===== src/mmuw_pkg.sv =====
`timescale 1ns / 1ps
// Shared types and constants for the translation table walker.
// No dependencies; compiled first.
package mmuw_pkg;

    // Configuration register indexes
    localparam int CFG_IDX_W = 2;
    localparam logic [CFG_IDX_W-1:0] CFG_TABLE_BASE_ZERO  = 2'd0;
    localparam logic [CFG_IDX_W-1:0] CFG_TABLE_BASE_ONE   = 2'd1;
    localparam logic [CFG_IDX_W-1:0] CFG_BASE_SELECT_BITS = 2'd2;

    // Transaction codes
    localparam logic ACT_START    = 1'b0;
    localparam logic ACT_RESPONSE = 1'b1;
    localparam logic KIND_FETCH   = 1'b0;
    localparam logic KIND_DONE    = 1'b1;

    // Descriptor type field (bits 1:0)
    localparam logic [1:0] DESC_FAULT   = 2'd0;
    localparam logic [1:0] DESC_COARSE  = 2'd1;  // level 1 coarse table / level 2 large page
    localparam logic [1:0] DESC_SECTION = 2'd2;  // level 1 section / level 2 small page
    localparam logic [1:0] DESC_SMALL_X = 2'd3;  // level 2 small page, execute-never

    // Address masks
    localparam logic [31:0] MASK_TB_ALIGN    = 32'hFFFF_C000;
    localparam logic [31:0] MASK_L1_INDEX    = 32'h0000_3FFC;
    localparam logic [31:0] MASK_L2_BASE     = 32'hFFFF_FC00;
    localparam logic [31:0] MASK_L2_INDEX    = 32'h0000_03FC;
    localparam logic [31:0] MASK_LARGE_PAGE  = 32'hFFFF_0000;
    localparam logic [31:0] MASK_SMALL_PAGE  = 32'hFFFF_F000;
    localparam logic [31:0] MASK_SUPERSECT   = 32'hFF00_0000;
    localparam logic [31:0] MASK_SECTION     = 32'hFFF0_0000;
    localparam int          SUPERSECT_BIT    = 18;

    typedef enum logic [1:0] {
        ST_IDLE   = 2'd0,
        ST_FIRST  = 2'd1,
        ST_SECOND = 2'd2
    } t_walk_stage;

    typedef struct packed {
        logic [31:0] table_base_zero;
        logic [31:0] table_base_one;
        logic [2:0]  base_select_bits;
    } t_cfg;

    typedef struct packed {
        logic        kind;
        logic [31:0] address;
        logic        fault;
        t_walk_stage next_stage;
    } t_step_res;

endpackage


===== src/mmuw_in_if.sv =====
`timescale 1ns / 1ps
// Input channel: translate requests and descriptor responses.
// Standalone; no package needed.
interface mmuw_in_if;
    logic        valid;
    logic        ready;
    logic        action;
    logic [31:0] virtual_address;
    logic [31:0] descriptor;

    modport source (output valid, action, virtual_address, descriptor, input ready);
    modport sink   (input valid, action, virtual_address, descriptor, output ready);
endinterface


===== src/mmuw_out_if.sv =====
`timescale 1ns / 1ps
// Output channel: descriptor fetch requests and finished translations.
// Standalone; no package needed.
interface mmuw_out_if;
    logic        valid;
    logic        ready;
    logic        kind;
    logic [31:0] address;
    logic        fault;

    modport source (output valid, kind, address, fault, input ready);
    modport sink   (input valid, kind, address, fault, output ready);
endinterface


===== src/mmuw_step.sv =====
`timescale 1ns / 1ps
// Combinational walk step: one transaction plus current stage gives one result.
// Depends on mmuw_pkg.
module mmuw_step
    import mmuw_pkg::*;
(
    input  logic        i_action,
    input  logic [31:0] i_virtual_address,
    input  logic [31:0] i_descriptor,
    input  t_walk_stage i_stage,
    input  logic [31:0] i_saved_va,
    input  t_cfg        i_cfg,
    output t_step_res   o_res
);

    logic [31:0] top_mask;
    logic [31:0] tb_base;
    logic [31:0] l1_addr;
    logic [1:0]  desc_type;

    // First-level fetch address; top_mask is zero when N is zero
    always_comb begin
        top_mask = ~(32'hFFFF_FFFF >> i_cfg.base_select_bits);
        if ((i_virtual_address & top_mask) != 32'd0) begin
            tb_base = i_cfg.table_base_one & MASK_TB_ALIGN;
        end else begin
            tb_base = i_cfg.table_base_zero & (MASK_TB_ALIGN | (top_mask >> 18));
        end
        l1_addr = tb_base + ((i_virtual_address >> 18) & MASK_L1_INDEX);
    end

    assign desc_type = i_descriptor[1:0];

    // Result selection; anything unhandled faults back to the saved address
    always_comb begin
        o_res.kind       = KIND_DONE;
        o_res.address    = i_saved_va;
        o_res.fault      = 1'b1;
        o_res.next_stage = ST_IDLE;
        if (i_action == ACT_START) begin
            o_res.kind       = KIND_FETCH;
            o_res.address    = l1_addr;
            o_res.fault      = 1'b0;
            o_res.next_stage = ST_FIRST;
        end else if (i_stage == ST_FIRST) begin
            case (desc_type)
                DESC_COARSE: begin
                    o_res.kind       = KIND_FETCH;
                    o_res.address    = (i_descriptor & MASK_L2_BASE)
                                     + ((i_saved_va >> 10) & MASK_L2_INDEX);
                    o_res.fault      = 1'b0;
                    o_res.next_stage = ST_SECOND;
                end
                DESC_SECTION: begin
                    o_res.fault = 1'b0;
                    if (i_descriptor[SUPERSECT_BIT]) begin
                        o_res.address = (i_descriptor & MASK_SUPERSECT)
                                      | (i_saved_va & ~MASK_SUPERSECT);
                    end else begin
                        o_res.address = (i_descriptor & MASK_SECTION)
                                      | (i_saved_va & ~MASK_SECTION);
                    end
                end
                default: begin
                    o_res.fault = 1'b1;
                end
            endcase
        end else if (i_stage == ST_SECOND) begin
            case (desc_type)
                DESC_COARSE: begin
                    o_res.fault   = 1'b0;
                    o_res.address = (i_descriptor & MASK_LARGE_PAGE)
                                  | (i_saved_va & ~MASK_LARGE_PAGE);
                end
                DESC_SECTION, DESC_SMALL_X: begin
                    o_res.fault   = 1'b0;
                    o_res.address = (i_descriptor & MASK_SMALL_PAGE)
                                  | (i_saved_va & ~MASK_SMALL_PAGE);
                end
                default: begin
                    o_res.fault = 1'b1;
                end
            endcase
        end
    end

endmodule


===== src/mmu_translation_table_walk.sv =====
`timescale 1ns / 1ps
// A result is registered and valid in the cycle after its input transaction is accepted.
// Throughput: one transaction per cycle; input ready stays high while the
// output register is empty or being drained in the same cycle.
// Reset (synchronous, active low) clears the table bases, base select, the
// walk stage, the saved virtual address and the output valid flag.
module mmu_translation_table_walk
    import mmuw_pkg::*;
(
    input  logic                 i_clk,
    input  logic                 i_rst_n,
    input  logic                 i_cfg_we,
    input  logic [CFG_IDX_W-1:0] i_cfg_idx,
    input  logic [31:0]          i_cfg_data,
    mmuw_in_if.sink              i_in,
    mmuw_out_if.source           o_out
);

    t_cfg        r_cfg;
    t_walk_stage r_stage;
    logic [31:0] r_saved_va;
    logic        r_out_valid;
    logic        r_out_kind;
    logic [31:0] r_out_address;
    logic        r_out_fault;
    logic        in_acc;
    t_step_res   step_res;

    // Input accepted when the result register is free or draining
    assign i_in.ready = !r_out_valid || o_out.ready;
    assign in_acc     = i_in.valid && i_in.ready;

    // Configuration registers
    always_ff @(posedge i_clk) begin
        if (!i_rst_n) begin
            r_cfg <= '0;
        end else if (i_cfg_we) begin
            case (i_cfg_idx)
                CFG_TABLE_BASE_ZERO:  r_cfg.table_base_zero  <= i_cfg_data;
                CFG_TABLE_BASE_ONE:   r_cfg.table_base_one   <= i_cfg_data;
                CFG_BASE_SELECT_BITS: r_cfg.base_select_bits <= i_cfg_data[2:0];
                default: ;
            endcase
        end
    end

    mmuw_step u_step (
        .i_action          (i_in.action),
        .i_virtual_address (i_in.virtual_address),
        .i_descriptor      (i_in.descriptor),
        .i_stage           (r_stage),
        .i_saved_va        (r_saved_va),
        .i_cfg             (r_cfg),
        .o_res             (step_res)
    );

    // Walk state
    always_ff @(posedge i_clk) begin
        if (!i_rst_n) begin
            r_stage    <= ST_IDLE;
            r_saved_va <= '0;
        end else if (in_acc) begin
            r_stage <= step_res.next_stage;
            if (i_in.action == ACT_START) begin
                r_saved_va <= i_in.virtual_address;
            end
        end
    end

    // Result register
    always_ff @(posedge i_clk) begin
        if (!i_rst_n) begin
            r_out_valid <= 1'b0;
        end else if (in_acc) begin
            r_out_valid <= 1'b1;
        end else if (o_out.ready) begin
            r_out_valid <= 1'b0;
        end
    end

    always_ff @(posedge i_clk) begin
        if (in_acc) begin
            r_out_kind    <= step_res.kind;
            r_out_address <= step_res.address;
            r_out_fault   <= step_res.fault;
        end
    end

    assign o_out.valid   = r_out_valid;
    assign o_out.kind    = r_out_kind;
    assign o_out.address = r_out_address;
    assign o_out.fault   = r_out_fault;

`ifndef SYNTHESIS
    // A fault only ever ends a walk
    a_fault_is_done: assert property (@(posedge i_clk) disable iff (!i_rst_n)
        (r_out_valid && r_out_fault) |-> (r_out_kind == KIND_DONE))
        else $error("fault reported on a fetch result");

    // A start always leaves the walker waiting for a first-level descriptor
    a_start_to_first: assert property (@(posedge i_clk) disable iff (!i_rst_n)
        (in_acc && i_in.action == ACT_START) |=> (r_stage == ST_FIRST))
        else $error("start did not enter first-level stage");

    // A finished result returns the walker to idle
    a_done_to_idle: assert property (@(posedge i_clk) disable iff (!i_rst_n)
        (in_acc && step_res.kind == KIND_DONE) |=> (r_stage == ST_IDLE))
        else $error("walk not idle after finished result");

    // Every accepted transaction produces a result next cycle
    a_acc_gives_result: assert property (@(posedge i_clk) disable iff (!i_rst_n)
        in_acc |=> r_out_valid)
        else $error("accepted transaction produced no result");
`endif

endmodule


===== src/flat_wrapper.sv =====
// flat-port wrapper written by rule: the top's interface ports become plain ports
module mmu_translation_table_walk_flat import mmuw_pkg::*;
  (i_clk, i_rst_n, i_cfg_we, i_cfg_idx, i_cfg_data, i_in_valid, i_in_action, i_in_virtual_address, i_in_descriptor, i_in_ready, o_out_valid, o_out_kind, o_out_address, o_out_fault, o_out_ready);
  mmuw_in_if i_in_i ();
  mmuw_out_if o_out_i ();
  input  logic i_clk;
  input  logic i_rst_n;
  input  logic i_cfg_we;
  input  logic [CFG_IDX_W-1:0] i_cfg_idx;
  input  logic [31:0] i_cfg_data;
  input wire logic [$bits(i_in_i.valid)-1:0] i_in_valid;
  input wire logic [$bits(i_in_i.action)-1:0] i_in_action;
  input wire logic [$bits(i_in_i.virtual_address)-1:0] i_in_virtual_address;
  input wire logic [$bits(i_in_i.descriptor)-1:0] i_in_descriptor;
  output wire logic [$bits(i_in_i.ready)-1:0] i_in_ready;
  output wire logic [$bits(o_out_i.valid)-1:0] o_out_valid;
  output wire logic [$bits(o_out_i.kind)-1:0] o_out_kind;
  output wire logic [$bits(o_out_i.address)-1:0] o_out_address;
  output wire logic [$bits(o_out_i.fault)-1:0] o_out_fault;
  input wire logic [$bits(o_out_i.ready)-1:0] o_out_ready;
  assign i_in_i.valid = i_in_valid;
  assign i_in_i.action = i_in_action;
  assign i_in_i.virtual_address = i_in_virtual_address;
  assign i_in_i.descriptor = i_in_descriptor;
  assign i_in_ready = i_in_i.ready;
  assign o_out_valid = o_out_i.valid;
  assign o_out_kind = o_out_i.kind;
  assign o_out_address = o_out_i.address;
  assign o_out_fault = o_out_i.fault;
  assign o_out_i.ready = o_out_ready;
  mmu_translation_table_walk u_core (.i_clk(i_clk), .i_rst_n(i_rst_n), .i_cfg_we(i_cfg_we), .i_cfg_idx(i_cfg_idx), .i_cfg_data(i_cfg_data), .i_in(i_in_i), .o_out(o_out_i));
endmodule

===== config.mk =====
export PLATFORM = sky130hd
export DESIGN_NAME = mmu_translation_table_walk_flat
export DESIGN_NICKNAME = d
export VERILOG_FILES = /design/src/mmuw_pkg.sv /design/src/mmuw_in_if.sv /design/src/mmuw_out_if.sv /design/src/mmuw_step.sv /design/src/mmu_translation_table_walk.sv /design/src/flat_wrapper.sv
export SDC_FILE = /design/constraint.sdc
export NUM_CORES = 1
export LEC_CHECK = 0
export ABC_CLOCK_PERIOD_IN_PS = 7750
export BUFFER_PORTS_ARGS = -buffer_cell sky130_fd_sc_hd__buf_4
export CORE_ASPECT_RATIO = 0.75
export CORE_MARGIN = 2
export CORE_UTILIZATION = 57
export CTS_BUF_LIST = sky130_fd_sc_hd__clkbuf_2
export CTS_CLUSTER_DIAMETER = 80
export DETAILED_ROUTE_END_ITERATION = 6
export HOLD_SLACK_MARGIN = 0.05
export MAX_ROUTING_LAYER = met4
export PLACE_DENSITY = 0.84
export SLEW_MARGIN = 20
export SYNTH_ARGS = -nofsm -noshare
export SYNTH_HDL_FRONTEND = slang
export SYNTH_SLANG_ARGS = --single-unit

===== constraint.sdc =====
create_clock -name i_clk -period 7.75 [get_ports i_clk]
set_input_delay 0 -clock i_clk [delete_from_list [all_inputs] [get_ports i_clk]]
set_output_delay 0 -clock i_clk [all_outputs]
set_load 0.1 [all_outputs]

==> results.sh, run 1 <==
export IMPL_drc_errors=11
export IMPL_rr_startpoint="u_core.r_cfg[0]"
export IMPL_synth_top_family_by_area="compound AO/OA/AOI/OAI gates"
export IMPL_hpwlAfterDp_mm=13.0
export IMPL_synth_adder_area_share_pct=2.57
export IMPL_cts_setup_buffers=0
export IMPL_root_buffer="clkbuf_2"
export IMPL_synthesis_area_um2=6130
export IMPL_r2r_slack_ns=3.21
export IMPL_num_vias=6967
export IMPL_finalHoldViolations=0
export IMPL_num_antenna_cells=0
export IMPL_slew_viol_final=0
export IMPL_fmax_ghz=0.220
export IMPL_layout_min_cycle_time_ns=4.54
export IMPL_areaGrowthSynthToFinish_pct=46.1
export IMPL_syn_inst=700
export IMPL_required_ns=8.23
export IMPL_grt_ovfl_total=0
export IMPL_viasPerCell=6.24
export IMPL_gp_congestion=0.984
export IMPL_die_w_um=124
export IMPL_relSlewSlack_pct=27.6
export IMPL_cts_buffers=17
export IMPL_hold_class="input port to register"
export IMPL_reg2reg_depth=16
export IMPL_drt_wl_total_mm=23.4
export IMPL_synth_mux_area_share_pct=2.86
export IMPL_groute_usage_overall_pct=43.5
export IMPL_grt_pass1_vias=6905
export IMPL_synth_edf_count=34
export IMPL_num_rows=32
export IMPL_synth_xor_area_share_pct=3.86
export IMPL_num_io_pins=140
export IMPL_yosysSeqAreaShare_pct=43.1
export IMPL_finClkSkew_ns=0.0539
export IMPL_ys_flop_type="dfxtp_1"
export IMPL_synth_cell_type_count=64
export IMPL_clk_latency_ns=0.74
export IMPL_outcome="complete, but fails checks"
export IMPL_final_layout_size_suffix_gt1_share_pct=17.8
export IMPL_start_util_pct=59.1
export IMPL_postCtsResizedCells=0
export IMPL_drt_pass1_iterations=7
export IMPL_clkSinkCount=115
export IMPL_antenna_found_initial=0
export IMPL_synth_seq_cells=115
export IMPL_dieArea_um2=11600
export IMPL_cellPowerDensity_nw_per_um2=164
export IMPL_async_reset_ff_share_pct=0
export IMPL_grt_max_degree=82
export IMPL_yosys_warnings=0
export IMPL_layout_cells_non_filler=1116
export IMPL_vdd_drop_max_v=0.000144
export IMPL_final_net_count=1083
export IMPL_synth_compound_area_share_pct=23.0
export IMPL_crit_reg2reg_capture="u_core.o_out.address[31]"
export IMPL_yosys_area_share_simple_pct=20.6
export IMPL_port_buffers=127
export IMPL_fill_cells=520
export IMPL_syn_avg_cell_area_um2=8.75
export IMPL_postCtsHoldBufs=158
export IMPL_arrival_ns=5.02
export IMPL_setup_viol=0
export IMPL_core_area_um2=10400
export IMPL_drv_cap=0
export IMPL_cts_tree="built"
export IMPL_drtIter0Drc=999
export IMPL_cp_endpoint="u_core.o_out.address[31]"
export IMPL_critPathLaunch="u_core.r_cfg[0]"
export IMPL_crit_fanout=13
export IMPL_htreeDepth=4
export IMPL_ant_nets=0
export IMPL_clk_pin_slew_ns=0.18
export IMPL_cts_buffer_depth=2
export IMPL_syn_num_nets=816
export IMPL_post_route_period_util_pct=58.6
export IMPL_worst_pin_slew_ns=1.08
export IMPL_place_inst=926
export IMPL_leakage_uw=0.00362
export IMPL_crit_type="register to register"
export IMPL_setup_tns_ns=0
export IMPL_violations="DRC"
export IMPL_cp_end_kind="register"
export IMPL_post_drt_wl_per_cell_um=21.0
export IMPL_rsz0062_at_grt="false"
export IMPL_crit_path_start_kind="register"
export IMPL_fin_hold_ws_ns=0.0951
export IMPL_dieHeight_um=93.8
export IMPL_grt_pass1_wl_mm=36.6
==> worst max-delay path, stage by stage, from the launching register on <==
cell           delay (ns)
dfxtp_1              0.44
o211a_4              0.30
a211o_1              0.35
nor2_1               0.13
buf_4                0.22
nand2_1              0.12
nor2_1               0.14
ha_1                 0.21
fa_1                 0.26
a211o_1              0.15
o211ai_1             0.17
a21oi_2              0.54
o21ai_1              0.24
nor3_1               0.23
xor2_1               0.16
o21ai_1              0.06
dlygate4sd3_1        0.58
==> cells by family after synthesis <==
group / count (synthesis)
compound gates: 188
xor+xnor: 27
fa+ha+maj: 12
buf+inv: 58
flops: 115
mux: 17
simple gates: 283
==> synthesized netlist by cell type, types with 6 or more instances <==
master    instances  share of area, %
a211o_1           6              0.86
a21boi_0         79               9.7
a21oi_1          14               1.1
a22oi_1          22               2.7
and3_1            8              0.82
and4_1            8               1.1
clkbuf_1         32               2.0
dfxtp_1          81                26
edfxtp_1         34                17
ha_1             11               2.2
inv_1            17               1.0
mux2i_1          16               2.6
nand2_1         182                11
nand3_1          14               1.1
nor2_1           29               1.8
nor3_1            8              0.65
o21ai_0          10              0.82
o22ai_1          10               1.0
xnor2_1          17               2.4
xor2_1           10               1.4
==> where the power goes <==
| group | internal [uW] | switching (uW) |
|---|---|---|
| combinational | 131 | 207 |
| clock | 213 | 243 |
| sequential | 651 | 22.9 |
| total | 995 | 473 |
==> metal layers <==
metal	up-vias	global-route usage, %	wire (um)
met5	-	-	0
met4	0	22.5	1360
met3	149	13.5	3000
met2	591	67.8	10700
met1	3206	50.8	8350
li1	3021	-	-
==> sequential cells by signal, indices dropped and copies added (netlist names) <==
signal and cells:
u_core.r_cfg 46, u_core.o_out.address 32, u_core.r_saved_va 32, u_core.r_stage 2
u_core.o_out.fault 1, u_core.o_out.kind 1, u_core.o_out.valid 1
==> placed cells by master, fill, tap and decap left out, types with 4 or more instances in the layout <==
cell type | synthesis | routed
a211o_1 | 6 | 6
a211oi_1 | 4 | 4
a21boi_0 | 79 | 79
a21oi_1 | 14 | 14
a22o_1 | 4 | 4
a22oi_1 | 22 | 22
a31oi_1 | 4 | 4
and2_1 | 5 | 5
and3_1 | 8 | 8
and4_1 | 8 | 8
buf_4 | 1 | 130
bufinv_16 | 0 | 4
clkbuf_2 | 0 | 20
clkinv_1 | 1 | 4
dfxtp_1 | 81 | 81
dlygate4sd3_1 | 0 | 158
edfxtp_1 | 34 | 34
ha_1 | 11 | 11
inv_1 | 17 | 17
mux2i_1 | 16 | 16
nand2_1 | 182 | 182
nand3_1 | 14 | 14
nand4_1 | 5 | 5
nor2_1 | 29 | 28
nor3_1 | 8 | 8
o21ai_0 | 10 | 10
o21ai_1 | 4 | 4
o22ai_1 | 10 | 10
xnor2_1 | 17 | 17
xor2_1 | 10 | 10
==> layout make-up <==
class / instances / area [um^2] / share of cell area [%]
clock inverters: 12 / 163 / 1.82
inverters: 18 / 67.6 / 0.755
flip-flops and latches: 115 / 2640 / 29.5
clock buffers: 20 / 100 / 1.12
multi-input cells: 527 / 3250 / 36.3
well taps: 136 / 170 / 1.90
repair buffers: 288 / 2560 / 28.6
==> worst min-delay path by stage <==
stage	from	end	slack, ns	cells after the start
5_1_grt	i_in_virtual_address[5]	u_core.r_saved_va[5]	0.10	4
2_1_floorplan	i_in_valid	u_core.o_out.valid	0.14	2
4_1_cts	i_cfg_data[23]	u_core.r_cfg[26]	0.09	4
3_5_place_dp	i_cfg_data[1]	u_core.r_cfg[1]	0.27	3
6_report	i_in_virtual_address[5]	u_core.r_saved_va[5]	0.1	4
3_3_place_gp	i_cfg_data[0]	u_core.r_cfg[0]	0.25	3
==> per-stage QoR <==
step / util [%] / worst slack [ns] / total power [uW] / area [um^2]
global placement: 68.5 / 3.83 / 942 / 7100
finish: 86.3 / 3.21 / 1470 / 8950
detailed placement: 68.5 / 3.77 / 948 / 7100
global route: 86.3 / 3.04 / 1500 / 8950
CTS: 86.3 / 3.30 / 1440 / 8950
floorplan: - / 4.19 / 858 / 6130
No activity file was read; power rests on OpenSTA's default activity.
==> inputs of run 2 (changes only) <==
--- a/config.mk
+++ b/config.mk
@@ -5,17 +5,17 @@
 export SDC_FILE = /design/constraint.sdc
 export NUM_CORES = 1
 export LEC_CHECK = 0
-export ABC_CLOCK_PERIOD_IN_PS = 7750
+export ABC_CLOCK_PERIOD_IN_PS = 4450
 export BUFFER_PORTS_ARGS = -buffer_cell sky130_fd_sc_hd__buf_4
 export CORE_ASPECT_RATIO = 0.75
 export CORE_MARGIN = 2
-export CORE_UTILIZATION = 57
+export CORE_UTILIZATION = 56
 export CTS_BUF_LIST = sky130_fd_sc_hd__clkbuf_2
 export CTS_CLUSTER_DIAMETER = 80
 export DETAILED_ROUTE_END_ITERATION = 6
 export HOLD_SLACK_MARGIN = 0.05
 export MAX_ROUTING_LAYER = met4
-export PLACE_DENSITY = 0.84
+export PLACE_DENSITY = 0.82
 export SLEW_MARGIN = 20
 export SYNTH_ARGS = -nofsm -noshare
 export SYNTH_HDL_FRONTEND = slang
==> constraint.sdc (replaced) <==
create_clock -name i_clk -period 4.45 [get_ports i_clk]
set_input_delay 0 -clock i_clk [delete_from_list [all_inputs] [get_ports i_clk]]
set_output_delay 0 -clock i_clk [all_outputs]
set_load 0.1 [all_outputs]
==> run 2 against run 1 <==
  * The flow now finishes without violations
  * Core utilization shrank 6.8 points
  * Die area grew 1.7%
  * Register-to-register slack lost 3.0 ns
  * Combinational power grew 66%
  * Cell count shrank 2.7%
  * Sequential power grew 74%
  * Cell area shrank 4.3%
  * Non-clock buffer count shrank 35
  * Largest power group unchanged
  * Highest routed layer unchanged
==> results.sh, run 2 (same netlist as run 1, synthesis figures left out) <==
export IMPL_drv_cap=0
export IMPL_drc_errors=0
export IMPL_drtIter0Drc=758
export IMPL_htreeDepth=4
export IMPL_met3_length_mm=2.12
export IMPL_clk_pin_slew_ns=0.20
export IMPL_p_int_uw=1550
export IMPL_p_clk_share_pct=26.9
export IMPL_start_util_pct=56.9
export IMPL_worst_pin_slew_ns=0.874
export IMPL_hold_class="input port to register"
export IMPL_final_cell_mix="nand2_1 (182), buf_4 (130), dlygate4sd3_1 (123), dfxtp_1 (81), a21boi_0 (79)"
export IMPL_rr_startpoint="u_core.r_cfg[1]"
export IMPL_grt_pass1_wl_mm=33.2
export IMPL_leakage_uw=0.00345
export IMPL_cts_buffers=17
export IMPL_crit_path_start_kind="register"
export IMPL_layout_min_cycle_time_ns=4.26
export IMPL_final_area_um2=8570
export IMPL_crit_fanout=10
export IMPL_finClkSkew_ns=0.0356
export IMPL_drt_met1_wl_mm=8.58
export IMPL_relSlewSlack_pct=41.5
export IMPL_num_vias=6458
export IMPL_largest_reg_flops=46
export IMPL_grt_ovfl_total=0
export IMPL_dieHeight_um=94.6
export IMPL_top_register="u_core.r_cfg"
export IMPL_setup_tns_ns=0
export IMPL_port_buffers=127
export IMPL_outcome="completed"
export IMPL_required_ns=4.90
export IMPL_hold_depth=4
export IMPL_setup_viol=0
export IMPL_ant_nets=0
export IMPL_power_frac_seq_pct=49.4
export IMPL_cts_buffer_depth=2
export IMPL_antenna_found_initial=1
export IMPL_vdd_drop_max_v=0.000267
export IMPL_placed_area_um2=7120
export IMPL_cellPowerDensity_nw_per_um2=276
export IMPL_hpwlAfterDp_mm=13.1
export IMPL_slew_viol_final=0
export IMPL_finalHoldViolations=0
export IMPL_p_sw_uw=814
export IMPL_groute_usage_overall_pct=37.1
export IMPL_areaGrowthSynthToFinish_pct=39.8
export IMPL_dieArea_um2=11800
export IMPL_reg2reg_depth=15
export IMPL_cts_tree="built"
export IMPL_drt_wl_total_mm=21.2
export IMPL_crit_type="register to register"
export IMPL_hold_path_startpoint="i_cfg_data[9]"
export IMPL_hold_end="u_core.r_cfg[44]"
export IMPL_core_area_um2=10800
export IMPL_final_layout_size_suffix_gt1_share_pct=18.7
export IMPL_top_layer="met4"
export IMPL_arrival_ns=4.71
export IMPL_crit_reg2reg_capture="u_core.o_out.address[31]"
export IMPL_num_io_pins=140
export IMPL_p_sw_share_pct=34.4
export IMPL_wl_met2_mm=9.91
export IMPL_clkSinkCount=115
export IMPL_num_rows=33
export IMPL_clk_latency_ns=0.68
export IMPL_grt_max_degree=82
export IMPL_cp_end_kind="register"
export IMPL_final_common_cell="nand2_1"
export IMPL_viasPerCell=5.95
export IMPL_post_route_period_util_pct=95.6
export IMPL_fmax_ghz=0.235
export IMPL_root_buffer="clkbuf_2"
export IMPL_r2r_slack_ns=0.19
export IMPL_post_drt_wl_per_cell_um=19.5
export IMPL_final_net_count=1048
export IMPL_die_w_um=125
export IMPL_gp_congestion=0.988
export IMPL_drt_pass1_iterations=7
export IMPL_combPwrFrac_pct=23.7
export IMPL_grt_pass1_vias=6409
-- run 2: changes by cell type in the layout (fill, tap and decap cells not counted), moves of 2 or more --
cell,before,now
bufinv_16,4,1
clkinv_1,4,2
clkinv_4,0,3
dlygate4sd3_1,158,123
inv_4,1,6
-- run 2: area by class of cell --
cell class | instances | area (um^2)
multi-input combinational | 527 | 3270
fill | 693 | 2210
tap | 140 | 175
inverter | 18 | 67.6
antenna | 1 | 2.50
timing repair buffer | 253 | 2210
sequential | 115 | 2640
clock buffer | 19 | 95.1
clock inverter | 13 | 106
-- run 2: worst max path at each step --
stage	start	end	slack [ns]	cells after the start
floorplan	u_core.o_out.valid	u_core.r_saved_va[0]	0.89	8
global placement	u_core.r_cfg[0]	u_core.o_out.address[23]	0.71	14
detailed placement	u_core.r_cfg[0]	u_core.o_out.address[23]	0.58	14
CTS	u_core.r_cfg[1]	u_core.o_out.address[31]	0.09	15
global route	u_core.r_cfg[1]	u_core.o_out.address[31]	-0.02	15
finish	u_core.r_cfg[1]	u_core.o_out.address[31]	0.19	15
-- run 2: routing by layer --
metal / GRT usage, % / vias to the layer above
met5: - / -
met3: 8.27 / 61
met2: 60.4 / 384
li1: - / 2958
met4: 11.5 / 0
met1: 46.7 / 3055
-- run 2: critical path, cell delays in order (launching register included) --
cell and delay [ns]:
dfxtp_1 0.45, o211a_4 0.28, a211o_1 0.36, nor2_1 0.18
nand2_1 0.11, nor2_1 0.13, ha_1 0.22, fa_1 0.26
a211o_1 0.14, o211ai_1 0.21, a21oi_4 0.39, o21ai_1 0.21
nor3_1 0.26, xor2_1 0.19, o21ai_1 0.07, dlygate4sd3_1 0.57
-- run 2: what timing repair did --
item	in CTS	in global routing
endpoints found under the setup margin	0	3
hold endpoints to repair	112	0
hold buffers	123	0
gates resized for setup	0	1
setup buffers	0	0
-- run 2: power groups by stage --
stage	Combinational, uW	Clock (uW)	Sequential [uW]
after floorplan	158	0	1340
after global placement	455	0	1190
after detailed placement	461	0	1190
after CTS	542	630	1170
after global routing	588	681	1180
final	561	637	1170
-- run 2: per-stage QoR --
| step | hold WS (ns) | std cells | worst slack (ns) | utilization, % | power, uW |
|---|---|---|---|---|---|
| floorplan | 0.139 | 700 | 0.893 | - | 1490 |
| global placement | 0.255 | 930 | 0.707 | 66.0 | 1640 |
| detailed placement | 0.271 | 930 | 0.581 | 66.0 | 1650 |
| CTS | 0.0877 | 1085 | 0.0884 | 79.3 | 2340 |
| global route | 0.0735 | 1086 | -0.0225 | 79.5 | 2440 |
| finish | 0.123 | 1086 | 0.194 | 79.5 | 2370 |
